<file path="src/hdl/sjfa_pkg.sv">
// sjfa_pkg: shared types and constants of the shift-jis font rom address unit
// holds the result record and the rom layout constants
// no dependencies
package sjfa_pkg;

    // field widths
    localparam int CODE_W  = 16;
    localparam int SIZE_W  = 5;
    localparam int ADDR_W  = 20;
    localparam int WIDTH_W = 5;
    localparam int ROWB_W  = 2;

    // internal address width, wide enough to hold any out-of-range address
    localparam int WADDR_W = 24;

    // reset value of the font size register
    localparam logic [SIZE_W-1:0] FONT_SIZE_RESET = 5'd24;

    // supported font sizes
    localparam logic [SIZE_W-1:0] SIZE_8  = 5'd8;
    localparam logic [SIZE_W-1:0] SIZE_16 = 5'd16;
    localparam logic [SIZE_W-1:0] SIZE_24 = 5'd24;

    // rom layout: half-width tables
    localparam logic [WADDR_W-1:0] HALF8_BASE  = 24'h03A000;
    localparam logic [WADDR_W-1:0] HALF16_BASE = 24'h03A800;
    localparam logic [WADDR_W-1:0] HALF24_BASE = 24'h03D000;

    // rom layout: full-width tables
    localparam logic [WADDR_W-1:0] NONKANJI16_BASE = 24'h000000;
    localparam logic [WADDR_W-1:0] NONKANJI24_BASE = 24'h040000;
    localparam logic [WADDR_W-1:0] KANJI16_BASE    = 24'h005E00;
    localparam logic [WADDR_W-1:0] KANJI24_BASE    = 24'h04D380;
    localparam logic [WADDR_W-1:0] ROM_LIMIT       = 24'h0C0000;

    // jis cell arithmetic
    localparam logic [15:0] JIS_NONKANJI_ORG = 16'h2121;
    localparam logic [15:0] JIS_KANJI_ORG    = 16'h3021;
    localparam logic [15:0] JIS_KANJI_ROW    = 16'h3000;
    localparam logic [15:0] CELLS_PER_ROW    = 16'h005E;

    // one result item
    typedef struct packed {
        logic               valid_res;
        logic [ADDR_W-1:0]  font_address;
        logic [WIDTH_W-1:0] glyph_width;
        logic [ROWB_W-1:0]  row_bytes;
    } result_t;

endpackage

</file>
<file path="src/hdl/sjfa_map.sv">
// sjfa_map: combinational code to glyph address mapping
// range checks, shift-jis to jis conversion, cell index and rom address
// depends on sjfa_pkg
module sjfa_map (
    input  logic [sjfa_pkg::CODE_W-1:0] char_code,
    input  logic [sjfa_pkg::SIZE_W-1:0] font_size,
    output sjfa_pkg::result_t           res
);
    import sjfa_pkg::*;

    logic [7:0]         hi;
    logic [7:0]         lo;
    logic               code_ok;
    logic               half;
    logic [7:0]         hb_sh;
    logic [7:0]         hb;
    logic [7:0]         lb;
    logic [15:0]        jis;
    logic [15:0]        diff;
    logic [15:0]        idx;
    logic [WADDR_W-1:0] idx_w;
    logic [WADDR_W-1:0] hi_w;
    logic [WADDR_W-1:0] addr;
    logic [WIDTH_W-1:0] width;
    logic               ok;
    logic [WIDTH_W:0]   width_rnd;

    assign hi = char_code[15:8];
    assign lo = char_code[7:0];

    // code range check
    always_comb
    begin
        if (lo == 8'h00)
        begin
            code_ok = (hi >= 8'h20) && (hi <= 8'hDF);
        end
        else
        begin
            code_ok = ((hi >= 8'h81 && hi <= 8'h9F) || (hi >= 8'hE0 && hi <= 8'hEF))
                      && (lo >= 8'h40) && (lo <= 8'hFC);
        end
    end

    // half-width lead byte
    assign half = (hi >= 8'h20 && hi <= 8'h80) || (hi >= 8'hA0 && hi <= 8'hDF);

    // shift-jis to jis, each byte wrapping at 8 bits
    assign hb_sh = {hi[6:0], 1'b0};
    always_comb
    begin
        if (lo < 8'h9F)
        begin
            hb = (hb_sh < 8'h3F) ? hb_sh + 8'h1F : hb_sh - 8'h61;
            lb = (lo > 8'h7E) ? lo - 8'h20 : lo - 8'h1F;
        end
        else
        begin
            hb = (hb_sh < 8'h3F) ? hb_sh + 8'h20 : hb_sh - 8'h60;
            lb = lo - 8'h7E;
        end
    end
    assign jis = {hb, lb};

    // linear cell index, 16-bit wrap
    assign diff = (jis >= JIS_KANJI_ROW) ? jis - JIS_KANJI_ORG : jis - JIS_NONKANJI_ORG;
    assign idx  = {8'h00, diff[7:0]} + ({8'h00, diff[15:8]} * CELLS_PER_ROW);

    assign idx_w = {{(WADDR_W-16){1'b0}}, idx};
    assign hi_w  = {{(WADDR_W-8){1'b0}}, hi};

    // glyph address and width selection
    always_comb
    begin
        addr  = '0;
        width = '0;
        ok    = 1'b0;
        if (code_ok)
        begin
            if (half)
            begin
                case (font_size)
                    SIZE_8:
                    begin
                        addr  = HALF8_BASE + {hi_w[WADDR_W-4:0], 3'b000};
                        width = 5'd8;
                        ok    = 1'b1;
                    end
                    SIZE_16:
                    begin
                        addr  = HALF16_BASE + {hi_w[WADDR_W-5:0], 4'b0000};
                        width = 5'd8;
                        ok    = 1'b1;
                    end
                    SIZE_24:
                    begin
                        addr  = HALF24_BASE + {hi_w[WADDR_W-5:0], 4'b0000}
                                + {hi_w[WADDR_W-6:0], 5'b00000};
                        width = 5'd12;
                        ok    = 1'b1;
                    end
                    default:
                    begin
                        ok = 1'b0;
                    end
                endcase
            end
            else if (font_size == SIZE_16 || font_size == SIZE_24)
            begin
                // 32 bytes per 16 dot glyph, 72 per 24 dot glyph
                if (hb >= 8'h21 && hb <= 8'h28)
                begin
                    if (font_size == SIZE_16)
                    begin
                        addr = NONKANJI16_BASE + {idx_w[WADDR_W-6:0], 5'b00000};
                    end
                    else
                    begin
                        addr = NONKANJI24_BASE + {idx_w[WADDR_W-7:0], 6'b000000}
                               + {idx_w[WADDR_W-4:0], 3'b000};
                    end
                    width = font_size;
                    ok    = 1'b1;
                end
                else if (hb >= 8'h30 && hb <= 8'h74)
                begin
                    if (font_size == SIZE_16)
                    begin
                        addr = KANJI16_BASE + {idx_w[WADDR_W-6:0], 5'b00000};
                    end
                    else
                    begin
                        addr = KANJI24_BASE + {idx_w[WADDR_W-7:0], 6'b000000}
                               + {idx_w[WADDR_W-4:0], 3'b000};
                    end
                    width = font_size;
                    ok    = 1'b1;
                end
            end
        end
    end

    // rom limit and clearing of invalid results
    always_comb
    begin
        width_rnd = {1'b0, width} + 6'd7;
        if (ok && (addr <= ROM_LIMIT))
        begin
            res.valid_res    = 1'b1;
            res.font_address = addr[ADDR_W-1:0];
            res.glyph_width  = width;
            res.row_bytes    = width_rnd[ROWB_W+2:3];
        end
        else
        begin
            res.valid_res    = 1'b0;
            res.font_address = '0;
            res.glyph_width  = '0;
            res.row_bytes    = '0;
        end
    end

endmodule

</file>
<file path="src/hdl/sjis_font_rom_address.sv">
// sjis_font_rom_address: top level of the shift-jis font rom address unit
// input register, mapping logic and result register with stream handshakes
// depends on sjfa_pkg and sjfa_map
//
//  channel      | direction | payload
//  -------------+-----------+----------------------------------------------
//  s_axis       | in        | tdata: char_code
//  m_axis       | out       | tuser: valid_res; tdata: font_address,
//               |           |   glyph_width, row_bytes
//  font_size_wr | in        | font_size, write only
//
// one transfer per clock in both directions while m_axis_tready is high; a
// result is offered on m_axis once it has passed the input register, then
// the result register
// rst_n clears both stage valids and loads font_size with 24
// a stalled output holds both stages; s_axis_tready drops only when both
// stages are full and m_axis_tready is low
module sjis_font_rom_address (
    input  logic                          clk,
    input  logic                          rst_n,
    input  logic                          s_axis_tvalid,
    output logic                          s_axis_tready,
    input  logic [15:0]                   s_axis_tdata,   // [15:0] char_code
    output logic                          m_axis_tvalid,
    input  logic                          m_axis_tready,
    output logic [31:0]                   m_axis_tdata,   // [19:0] font_address,
                                                          // [24:20] glyph_width,
                                                          // [26:25] row_bytes
    output logic                          m_axis_tuser,   // [0] valid_res
    input  logic                          font_size_wr_en,
    input  logic [sjfa_pkg::SIZE_W-1:0]   font_size_wr_data
);
    import sjfa_pkg::*;

    logic [SIZE_W-1:0] font_size_reg;
    logic              in_valid_reg;
    logic              in_valid_next;
    logic [CODE_W-1:0] code_reg;
    logic              out_valid_reg;
    logic              out_valid_next;
    result_t           res_reg;
    result_t           res_next;
    logic              out_adv;
    logic              in_adv;

    // stage advance
    assign out_adv = !out_valid_reg || m_axis_tready;
    assign in_adv  = !in_valid_reg || out_adv;

    assign s_axis_tready  = in_adv;
    assign in_valid_next  = in_adv ? s_axis_tvalid : in_valid_reg;
    assign out_valid_next = out_adv ? in_valid_reg : out_valid_reg;

    // font size register
    always_ff @(posedge clk or negedge rst_n)
    begin
        if (!rst_n)
        begin
            font_size_reg <= FONT_SIZE_RESET;
        end
        else if (font_size_wr_en)
        begin
            font_size_reg <= font_size_wr_data;
        end
    end

    // stage valids
    always_ff @(posedge clk or negedge rst_n)
    begin
        if (!rst_n)
        begin
            in_valid_reg  <= 1'b0;
            out_valid_reg <= 1'b0;
        end
        else
        begin
            in_valid_reg  <= in_valid_next;
            out_valid_reg <= out_valid_next;
        end
    end

    // input register
    always_ff @(posedge clk)
    begin
        if (in_adv && s_axis_tvalid)
        begin
            code_reg <= s_axis_tdata;
        end
    end

    // mapping logic
    sjfa_map u_map (
        .char_code (code_reg),
        .font_size (font_size_reg),
        .res       (res_next)
    );

    // result register
    always_ff @(posedge clk)
    begin
        if (out_adv && in_valid_reg)
        begin
            res_reg <= res_next;
        end
    end

    // output transfer
    assign m_axis_tvalid = out_valid_reg;
    assign m_axis_tuser  = res_reg.valid_res;
    assign m_axis_tdata  = {5'b00000, res_reg.row_bytes, res_reg.glyph_width,
                            res_reg.font_address};

endmodule
</file>
<file path="config.mk">
export PLATFORM = sky130hd
export DESIGN_NAME = sjis_font_rom_address
export DESIGN_NICKNAME = d
export VERILOG_FILES = /design/src/hdl/sjfa_pkg.sv /design/src/hdl/sjfa_map.sv /design/src/hdl/sjis_font_rom_address.sv
export SDC_FILE = /design/constraint.sdc
export NUM_CORES = 1
export LEC_CHECK = 0
export BUFFER_PORTS_ARGS = -buffer_cell sky130_fd_sc_hd__clkbuf_2
export CORE_MARGIN = 2
export CORE_UTILIZATION = 40
export DETAILED_ROUTE_END_ITERATION = 12
export GPL_ROUTABILITY_DRIVEN = 1
export PLACE_DENSITY = 0.56
export SETUP_SLACK_MARGIN = 0.4
export SLEW_MARGIN = 30
export SYNTH_ARGS = -nofsm -noshare
export SYNTH_HDL_FRONTEND = slang
export SYNTH_HIERARCHICAL = 1
export SYNTH_SLANG_ARGS = --single-unit
</file>
<file path="constraint.sdc">
create_clock -name clk -period 26.7 [get_ports clk]
set_input_delay 4.005 -clock clk [delete_from_list [all_inputs] [get_ports clk]]
set_output_delay 4.005 -clock clk [all_outputs]
set_load 0.02 [all_outputs]
</file>
Word-level counts from Yosys, hierarchy flattened
Cells that the tools add are included.

Input port bits: 26. Register bits after elaboration: 51. Output and inout port bits: 35.

Equal/unequal tests: 3. Multiply operators: 1. Add/sub/neg operators: 20. Mux-type cells: 28. Order comparisons: 19. Reductions and logical operators: 22.

Operator list (number): two-way mux 24 bit (7); case mux 24 bit (3 select lines) (1); adder 24 x 19 -> 24 bit (2); adder 19 x 22 -> 23 bit, first input constant (2); <= comparator 8 bit, second input constant (5); two-way mux 8 bit (5); adder 18 x 12 -> 19 bit, first input constant (2); subtractor 16 x 14 -> 16 bit, second input constant (2); two-way mux 28 bit (1); two-way mux 5 bit (5); adder 24 x 13 -> 24 bit (1); >= comparator 8 x 6 -> 1 bit, second input constant (3); >= comparator 8 bit, second input constant (3); <= comparator 24 x 20 -> 1 bit, second input constant (1); subtractor 8 x 7 -> 8 bit, second input constant (3); adder 15 x 21 -> 22 bit, first input constant (1); adder 18 x 11 -> 19 bit, first input constant (1); adder 8 x 15 -> 16 bit (1); >= comparator 16 x 14 -> 1 bit, second input constant (1); two-way mux 16 bit (1); multiplier 8 x 6 -> 14 bit, second input constant (1); logical AND 1 bit (12); == test 5 bit, second input constant (2); adder 8 x 5 -> 8 bit, second input constant (1); 18 further kinds (29).

Longest topological paths before layout
Gate-level depths: netlist of the first run.

Depth in word-level cells: 18. Gate-level depth with buffers: 48. Gate-level depth less buffers: 45.

Modules after synthesis
Netlist of the first run, hierarchy kept.

By module, submodules not included: sjfa_map (area an instance 6502.5 um2, seq. area each 0.0 um2, instances 1, cells each 900); sjis_font_rom_address (area an instance 1635.3 um2, seq. area each 1498.9 um2, instances 1, cells each 68).

Least setup slack after synthesis of the first run
OpenSTA, ideal clock, no wires.

Path kind: reg2reg. Start: register code_reg[8]. End: register res_reg, in the netlist m_axis_tdata[7] (data pin). Setup time: 0.264 ns. Path slack: 16.756 ns. Arrival: 9.680 ns. Cell stages (with the launch flop): 46. Data required time: 26.436 ns. Clock period less this slack: 9.944 ns. Path through: edfxtp_1 > clkbuf_1 > inv_1 > ha_1 > clkbuf_1 > a21boi_0 > nor4_1 > o21ai_0 > nand2_1 > a21o_1 > ha_1 > a21oi_1 > nand3_1 > nor4_1 > nor2_1 > xnor2_1 > inv_1 > fa_1 > [... 10 more ...] > nand2_1 > nor4b_1 > o211a_1 > nand2_1 > xnor2_1 > ha_1 > ha_1 > or3_1 > o221a_2 > o211ai_1 > nand2_1 > mux2i_1 > o21ba_2 > mux2i_1 > a211o_1 > a311oi_4 > buf_6 > nor3_1.

Word-level cells in the longest chain between the ends: 17. Elaborated cells on any way between the ends: 62. Those cells by class: 16 x add/sub; 1 x mul; 15 x order compare; 18 x mux; 12 x reduce/logical.

RTL lines: start, declared (line sjis_font_rom_address.sv:38) `logic [CODE_W-1:0] code_reg;`; start signal, assigned (line sjis_font_rom_address.sv:87) `code_reg <= s_axis_tdata;`; subtractor 8 x 7 -> 8 bit, or another cell as far along (line sjfa_map.sv:59) `hb = (hb_sh < 8'h3F) ? hb_sh + 8'h20 : hb_sh - 8'h60;`; two-way mux 8 bit, on equally long branches (line sjfa_map.sv:59, sjfa_map.sv:54); two-way mux 8 bit (line sjfa_map.sv:52) `if (lo < 8'h9F)`; subtractor 16 x 14 -> 16 bit / >= comparator 16 x 14 -> 1 bit (equally long branches) (line sjfa_map.sv:66) `assign diff = (jis >= JIS_KANJI_ROW) ? jis - JIS_KANJI_ORG : jis - JIS_NONKANJI_ORG;`; two-way mux 16 bit (line sjfa_map.sv:66); multiplier 8 x 6 -> 14 bit (line sjfa_map.sv:67) `assign idx = {8'h00, diff[7:0]} + ({8'h00, diff[15:8]} * CELLS_PER_ROW);`; adder 8 x 15 -> 16 bit (line sjfa_map.sv:67); adder 19 x 22 -> 23 bit (line sjfa_map.sv:133) `addr = KANJI24_BASE + {idx_w[WADDR_W-7:0], 6'b000000}`; adder 24 x 19 -> 24 bit (line sjfa_map.sv:134) `+ {idx_w[WADDR_W-4:0], 3'b000};`; two-way mux 24 bit (line sjfa_map.sv:127) `if (font_size == SIZE_16)`; two-way mux 24 bit (line sjfa_map.sv:125) `else if (hb >= 8'h30 && hb <= 8'h74)`; two-way mux 24 bit (line sjfa_map.sv:111) `if (hb >= 8'h21 && hb <= 8'h28)`; two-way mux 24 bit (line sjfa_map.sv:108) `else if (font_size == SIZE_16 || font_size == SIZE_24)`; two-way mux 24 bit (line sjfa_map.sv:80) `if (half)`; two-way mux 24 bit (line sjfa_map.sv:78) `if (code_ok)`; <= comparator 24 x 20 -> 1 bit (line sjfa_map.sv:147) `if (ok && (addr <= ROM_LIMIT))`; logical AND 1 bit (line sjfa_map.sv:147); end signal, assigned (line sjis_font_rom_address.sv:103) `res_reg <= res_next;`; end, declared (line sjis_font_rom_address.sv:41) `result_t res_reg;`.

Parallel ways exist; a longest one is shown, timed or not. A chain may end at the register's enable or synchronous reset.

Final worst setup path of the first run
Start: register code_reg[9]. End: register res_reg, in the netlist m_axis_tdata[6] (data pin).

The elaborated chain is that of the path after synthesis.

==> results of run 1 <==
-- critical path: cells and delay by family, from the launching register on --
kind	cells	cell delay (ns)
AOI/OAI and AO/OA	15	3.89
xor gates and xnor gates	4	0.99
adders and majority gates	9	3.41
buffers and inverters	4	0.72
DFF	1	0.62
and+or+nand+nor	8	1.53
-- final cells by class --
type | instances | area [sq um] | share of cell area [%]
Clock buffer | 7 | 154 | 1.76
Clock inverter | 1 | 6.26 | 0.0714
Inverter | 96 | 360 | 4.11
Multi-Input combinational cell | 784 | 6090 | 69.4
Sequential cell | 51 | 1500 | 17.1
Tap cell | 270 | 338 | 3.85
Timing Repair Buffer | 61 | 324 | 3.70
-- kinds of logic after synthesis --
logic type | after synthesis | synth area share (%)
and+or+nand+nor | 286 | 19.0
AOI/OAI and AO/OA | 274 | 23.6
buffers and inverters | 141 | 7.26
adders and majority gates | 131 | 22.1
xor gates and xnor gates | 64 | 7.15
DFF | 51 | 18.4
muxes | 19 | 2.46
other | 2 | 0.0923
-- path summary, 6_finish.rpt --
check / start / slack (ns) / cells past startpoint / endpoint
max: code_reg[9] / 15.26 / 40 / m_axis_tdata[6]
min: in_valid_reg / 0.49 / 1 / m_axis_tvalid
max reg2reg: code_reg[9] / 15.26 / 40 / m_axis_tdata[6]
min reg2reg: in_valid_reg / 0.49 / 1 / m_axis_tvalid
max in group asynchronous: rst_n / 22.92 / 1 / font_size_reg[3]
min in group asynchronous: rst_n / 3.54 / 1 / in_valid_reg
-- metal layers --
metal  part of all wire (%)  vias up  GRT usage (%)
met5                      0        -              0
met4                    1.9        0           4.17
met3                    4.4       30           1.91
met2                     45      209           31.0
met1                     48     3364           27.7
li1                       -     3584              -
-- Yosys cell counts, types with 5 or more instances --
cell | number | area, sq um
a211oi_1 | 12 | 90.1
nor3_2 | 7 | 70.1
nor3b_1 | 5 | 37.5
a22oi_1 | 5 | 37.5
nor2b_1 | 12 | 75.1
nand3_1 | 23 | 115
mux2_2 | 8 | 90.1
mux2i_1 | 11 | 110
a21boi_0 | 7 | 52.6
nor3_1 | 30 | 150
or3_1 | 9 | 56.3
nor4_1 | 5 | 31.3
and2_1 | 17 | 106
xnor2_1 | 37 | 324
a31oi_1 | 18 | 113
o22ai_1 | 9 | 56.3
buf_4 | 10 | 75.1
nand4b_1 | 5 | 43.8
o21ai_0 | 53 | 265
nand2_1 | 77 | 289
dfrtp_1 | 5 | 125
o21bai_1 | 7 | 52.6
inv_1 | 95 | 357
nor2_1 | 44 | 165
ha_1 | 110 | 1380
nand2b_1 | 15 | 93.8
o211ai_1 | 14 | 105
a21o_1 | 15 | 113
edfxtp_1 | 44 | 1320
fa_1 | 21 | 420
a21oi_1 | 55 | 275
a211o_1 | 10 | 87.6
buf_2 | 6 | 30.0
and3_1 | 5 | 31.3
xor2_1 | 25 | 219
o21a_1 | 10 | 75.1
nand4_1 | 11 | 68.8
clkbuf_1 | 24 | 90.1
-- through the flow --
| step | cell area (sq um) | hold slack [ns] | util, % |
|---|---|---|---|
| 3_3_place_gp | 8600 | 0.472 | 42.8 |
| 5_1_grt | 8770 | 0.532 | 43.6 |
| 4_1_cts | 8760 | 0.490 | 43.6 |
| 6_report | 8770 | 0.487 | 43.6 |
| 3_5_place_dp | 8600 | 0.469 | 42.8 |
| 2_1_floorplan | 8170 | 0.449 | - |
==> out/results.ini, run 1 <==
[place]
finalWeightedCongestion = 0.873
pre_cts_ws_ns = 15.04
dp.cells = 1261
post-dp-hpwl_mm = 16.9
io_buffers = 55

[global_routing]
grt_max_degree = 34
overflow = 0
grtUsageTotal_pct = 19.2
antenna_found_initial = 0
grt_pass1_wl_mm = 33.8
grt_pass1_vias = 6670

[clocking]
cts.path.max_buffers = 2
htreeDepth = 2
clock_latency_ns = 0.30
cts_setup_buffers = 0
cts_root_buf = clkbuf_16
holdBufCountCts = 0
path_clk_slew_ns = 0.07
cts_resized = 0
cts.sinks = 51
cts-buffers-inserted = 5
tritoncts = yes

[worst_setup_path]
critPathMostFrequentCell = ha_1
cp.required_ns = 26.74
cp-start-kind = flop
crit_fanout = 13
critical_path_arrival_ns = 11.47
cpPeakStageDelay_ns = 0.62
worstSetupEndpointType = flop
worstSetupPathType = reg2reg
cpMaxStageDelayCell = edfxtp_1

[floorplanning]
die_w_um = 147
num_io_pins = 61
num_rows = 52
start_util_pct = 40.5
dieArea_sq_mm = 0.0215
die_y_um = 147
fp.coreArea_sq_mm = 0.0201

[yosys]
synth-edff-count = 44
avgSynthCellArea_sq_um = 8.41
synth_cell_types = 91
synth.yosys.seq_area_share_pct = 18.4
synth-async-reset-ratio_pct = 13.7
ys.flop_type = edfxtp_1
ys_warn_count = 6
syn-instance-count = 968
synth-seq-cells = 51
syn_area_sq_mm = 0.00814

[routing]
viasPerCell = 5.66
drt-initial-drc-count = 532
post_drt_wl_per_cell_um = 16.3
first_pass_iters = 7
ant_nets = 0
vias = 7187
drt-total-wl_mm = 20.7
drc = 0

[timing]
setup_violations = 0
fmax_mhz = 87.4
min_period_ns = 11.44
skew_ns = 0.00810
fin_ws_ns = 15.26
slew_viol_final = 0
max_slew_margin_pct = 47.1
tns_ns = 0
tightestPinTransition_ns = 0.792
rsz0062_at_grt = no
hold_violations = 0
fin_crit_sh_pct = 42.8

[final_layout]
layout-drive-gt1-share_pct = 10.7
layout.cells.most_common_list = 110 x ha_1, 95 x inv_1, 77 x nand2_1
nNetsFinal = 1156
areaGrowthSynthToFinish_pct = 7.73
fin_cells = 1270
largest_register_ffs = 27
nFillCells = 2056
diodes = 0
layout_commonest_cell = ha_1

[worst_hold_path]
hold_class = reg2reg

[job]
drv_cap = 0

[run_status]
status = complete, no violations

Power of run 1 is not shown: default switching activity piles up to over one toggle a cycle in this logic, so the estimate is an artifact.
==> inputs of run 2 (changes only) <==
ABC_AREA = 1   (was not set)
PLACE_DENSITY = 0.58   (was 0.56)
clock period = 10.2 ns   (was 26.7 ns; I/O delays follow)
==> out/results.ini, run 2 <==
[final_layout]
layout.cells.most_common_list = 316 x nand2_1, 194 x inv_1, 101 x ha_1
largest_register_ffs = 27
final_cell_area_sq_mm = 0.00921
diodes = 0
final_core_util_pct = 46.0
areaGrowthSynthToFinish_pct = 13.8
nNetsFinal = 1426
layout_commonest_cell = nand2_1
nFillCells = 2122
layout-drive-gt1-share_pct = 16.1

[worst_setup_path]
crit_fanout = 15
cp-start-kind = flop
critical_path.top_delay_family = simple AND/OR/NAND/NOR gates
crit_cells = 53
cp.required_ns = 10.26
critPathMostFrequentCell = nand2_1
critical_path_arrival_ns = 9.29
worstSetupPathType = reg2reg
cpPeakStageDelay_ns = 0.55
worstSetupEndpointType = flop
cpMaxStageDelayCell = fa_1
critPathBufInv = 8
reg2regPathDepth = 53

[timing]
max_slew_margin_pct = 57.7
skew_ns = 0.00761
setup_violations = 0
hold_violations = 0
slew_viol_final = 0
fmax_mhz = 108
tns_ns = 0
tightestPinTransition_ns = 0.629
rsz0062_at_grt = no
fin_crit_sh_pct = 90.5
min_period_ns = 9.23

[yosys]
syn-instance-count = 1195
synth_top_area_share_pct = 17.0
synth-edff-count = 44
avgSynthCellArea_sq_um = 6.77
syn_area_sq_mm = 0.00809
synth_top_cell_by_area = ha_1
synth_cell_types = 53
ys_warn_count = 6
yosys-top-cells-count = 321 x nand2_1, 201 x inv_1, 110 x ha_1
synth-async-reset-ratio_pct = 13.7
synth.yosys.seq_area_share_pct = 18.5
synth.most_common_cell = nand2_1
synth_area_leaders = ha_1 17%, edfxtp_1 16%, nand2_1 15%
ys.flop_type = edfxtp_1
synth-seq-cells = 51

[worst_hold_path]
holdPathStages = 2
hold_class = reg2reg

[clocking]
holdBufCountCts = 0
cts-buffers-inserted = 5
cts.path.max_buffers = 2
clock_latency_ns = 0.30
tritoncts = yes
cts_root_buf = clkbuf_16
path_clk_slew_ns = 0.07
htreeDepth = 2
cts.sinks = 51

[routing]
viasPerCell = 4.92
vias = 7580
drt-initial-drc-count = 538
ant_nets = 0
drt-total-wl_mm = 20.3
drc = 0
first_pass_iters = 7
post_drt_wl_per_cell_um = 13.2

[global_routing]
overflow = 0
antenna_found_initial = 0
grt_max_degree = 46
grt_pass1_vias = 6947
grtUsageTotal_pct = 18.7
grt_pass1_wl_mm = 33.3

[floorplanning]
dieArea_sq_mm = 0.0214
num_io_pins = 61
fp.coreArea_sq_mm = 0.0200
start_util_pct = 40.4
die_w_um = 146
num_rows = 52
die_y_um = 146

[place]
postPlaceCellArea_sq_mm = 0.00865
io_buffers = 55
finalWeightedCongestion = 0.918
post-dp-hpwl_mm = 16.7

[run_status]
status = complete, no violations

[job]
drv_cap = 0

==> run 2: path summary, 6_finish.rpt <==
| path | end | slack [ns] | start |
|---|---|---|---|
| max in group asynchronous | font_size_reg[4] | 8.91 | rst_n |
| min in group asynchronous | font_size_reg[2] | 1.06 | rst_n |
| worst max-delay path | m_axis_tdata[7] | 0.97 | code_reg[1] |
| worst max register to register | m_axis_tdata[7] | 0.97 | code_reg[1] |
| worst min-delay path | font_size_reg[3] | 0.47 | font_size_reg[3] |
| worst min register to register | font_size_reg[3] | 0.47 | font_size_reg[3] |
==> run 2: layout make-up <==
type / count / area [sq um] / share of cell area, %
Multi-Input combinational cell: 917 / 5890 / 63.9
Sequential cell: 51 / 1500 / 16.3
Inverter: 204 / 766 / 8.31
Timing Repair Buffer: 90 / 551 / 5.98
Tap cell: 270 / 338 / 3.67
Clock buffer: 5 / 125 / 1.36
Clock inverter: 3 / 46.3 / 0.503
==> run 2: cell families after synthesis <==
group / share of synthesized area (%)
fa+ha+maj: 22.2
mux: 0.247
compound gates: 11.0
simple gates: 31.0
xor+xnor: 5.09
other cells: 0.0928
buf+inv: 11.9
flops: 18.5
==> run 2: metal layers <==
metal,part of all wire [%],global-route usage (%),vias to the layer above,routed length [um]
li1,-,-,3988,-
met1,47,25.7,3437,9590
met2,48,32.5,141,9790
met3,3.5,1.81,14,711
met4,0.83,3.25,0,168
met5,0,0,-,0
==> run 2: through the flow <==
stage | setup WS (ns) | std cells | hold WS (ns)
4_1_cts | 0.414 | 1518 | 0.471
6_report | 0.965 | 1540 | 0.467
3_3_place_gp | 0.542 | 1510 | 0.459
3_5_place_dp | 0.362 | 1510 | 0.461
2_1_floorplan | 1.54 | 1203 | 0.446
5_1_grt | 0.344 | 1540 | 0.500
==> run 2: worst register-to-register path, delay by kind of cell (launching register included) <==
kind / cells / cell delay [ns]
simple gates: 29 / 3.42
fa+ha+maj: 9 / 3.35
compound gates: 5 / 0.87
buf+inv: 8 / 0.65
flops: 1 / 0.45
xor+xnor: 2 / 0.24
==> run 2: what timing repair did <==
| action | 4_1_cts | 5_1_grt |
|---|---|---|
| endpoints found under the hold margin | 0 | 0 |
| setup endpoints to repair | 15 | 22 |
| gates resized for setup | 4 | 52 |
| setup buffers | 0 | 22 |
| pin swaps | 0 | 3 |
Power of run 2 is left out for the same reason.
==> inputs of run 3 (changes only) <==
BUFFER_PORTS_ARGS = -buffer_cell sky130_fd_sc_hd__buf_2   (was -buffer_cell sky130_fd_sc_hd__clkbuf_2)
CORE_UTILIZATION = 50   (was 40)
PLACE_DENSITY = 0.7   (was 0.58)
==> out/results.ini, run 3 (synthesis results as in run 2) <==
[job]
drv_cap = 0

[global_routing]
grt_pass1_vias = 7154
overflow = 0
antenna_found_initial = 0
grtUsageTotal_pct = 22.6
grt_max_degree = 42
grt_pass1_wl_mm = 32.7

[floorplanning]
die_y_um = 131
num_rows = 46
dieArea_sq_mm = 0.0172
start_util_pct = 51.1
num_io_pins = 61
die_w_um = 131
fp.coreArea_sq_mm = 0.0158

[routing]
vias = 7677
drc = 0
drt-total-wl_mm = 19.7
post_drt_wl_per_cell_um = 13.3
ant_nets = 0
drt-initial-drc-count = 557
first_pass_iters = 5
viasPerCell = 5.18

[timing]
min_period_ns = 9.20
rsz0062_at_grt = no
setup_violations = 0
finalHoldWorstSlack_ns = 0.469
slew_viol_final = 0
fin_crit_sh_pct = 90.2
tns_ns = 0
hold_violations = 0
skew_ns = 0.00697
tightestPinTransition_ns = 0.593
fmax_mhz = 109
max_slew_margin_pct = 60.2

[final_layout]
layout_commonest_cell = nand2_1
nNetsFinal = 1422
final_cell_area_sq_mm = 0.00910
nFillCells = 1551
diodes = 0
layout.cells.most_common_list = 315 x nand2_1, 194 x inv_1, 102 x ha_1
multi_input_area_sq_mm = 0.00588
layout-drive-gt1-share_pct = 15.5
fin_cells = 1482
largest_register_ffs = 27
regArea_sq_mm = 0.00150
areaGrowthSynthToFinish_pct = 12.4

[place]
dp.cells = 1449
post-dp-hpwl_mm = 15.8
postPlaceCellArea_sq_mm = 0.00852
io_buffers = 55
finalWeightedCongestion = 0.950

[clocking]
cts.sinks = 51
htreeDepth = 2
clock_latency_ns = 0.30
tritoncts = yes
cts-buffers-inserted = 5
cts_root_buf = clkbuf_16
cts.path.max_buffers = 2
path_clk_slew_ns = 0.07

[run_status]
status = complete, no violations

[worst_setup_path]
worstSetupEndpointType = flop
critPathMostFrequentCell = nand2_1
worstSetupPathType = reg2reg
cpPeakStageDelay_ns = 0.54
cp.required_ns = 10.25
critical_path_arrival_ns = 9.25
cp-start-kind = flop
critPathBufInv = 8
cpMaxStageDelayCell = fa_1
critical_path.top_delay_family = adder cells
crit_fanout = 21

[worst_hold_path]
hold_class = reg2reg

==> run 3: cell count changes in the layout (fill, tap and decap cells not counted), sizes merged <==
cell	change
inv	-1
clkinv	+2
buf	+51
clkbuf	-55
clkinvlp	-1
==> run 3: worst paths after layout <==
kind,from,endpoint,slack [ns],cells after the start
min in group asynchronous,rst_n,m_axis_tvalid,1.05,1
worst max-delay path,code_reg[10],m_axis_tdata[7],1.0,53
worst min-delay path,font_size_reg[3],font_size_reg[3],0.47,2
worst max register to register,code_reg[10],m_axis_tdata[7],1.0,53
worst min register to register,font_size_reg[3],font_size_reg[3],0.47,2
max in group asynchronous,rst_n,font_size_reg[4],8.92,1
==> run 3: area by class of cell <==
class | instances | area share (%)
multi-input combinational | 917 | 64.6
sequential | 51 | 16.5
inverter | 204 | 8.44
timing repair buffer | 86 | 5.72
tap | 216 | 2.97
clock buffer | 5 | 1.37
clock inverter | 3 | 0.426
==> run 3: stage by stage <==
stage | util (%) | setup WS [ns]
after detailed placement | 53.8 | 0.237
final | 57.5 | 0.996
after floorplan | - | 1.54
after CTS | 55.0 | 0.464
after global routing | 57.5 | 0.322
after global placement | 53.8 | 0.304
==> run 3: worst min-delay path: cells and delay by family (launching register included) <==
family | cells | cell delay, ns
DFF | 1 | 0.38
AOI/OAI and AO/OA | 1 | 0.05
buffers and inverters | 1 | 0.04
==> run 3: what timing repair did <==
| action | 4_1_cts | 5_1_grt |
|---|---|---|
| pin swaps | 0 | 6 |
| resized for setup | 5 | 51 |
| endpoints found under the setup margin | 21 | 22 |
| setup buffers | 1 | 24 |
| hold buffers | 0 | 0 |
==> run 3: layer usage <==
metal | wire length, um | share of wire, % | global-route usage [%] | vias up
li1 | - | - | - | 3979
met1 | 8930 | 45 | 29.7 | 3492
met2 | 9680 | 49 | 39.8 | 185
met3 | 836 | 4.2 | 2.43 | 21
met4 | 284 | 1.4 | 5.31 | 0
met5 | 0 | 0 | 0 | -
Power of run 3 is left out for the same reason.
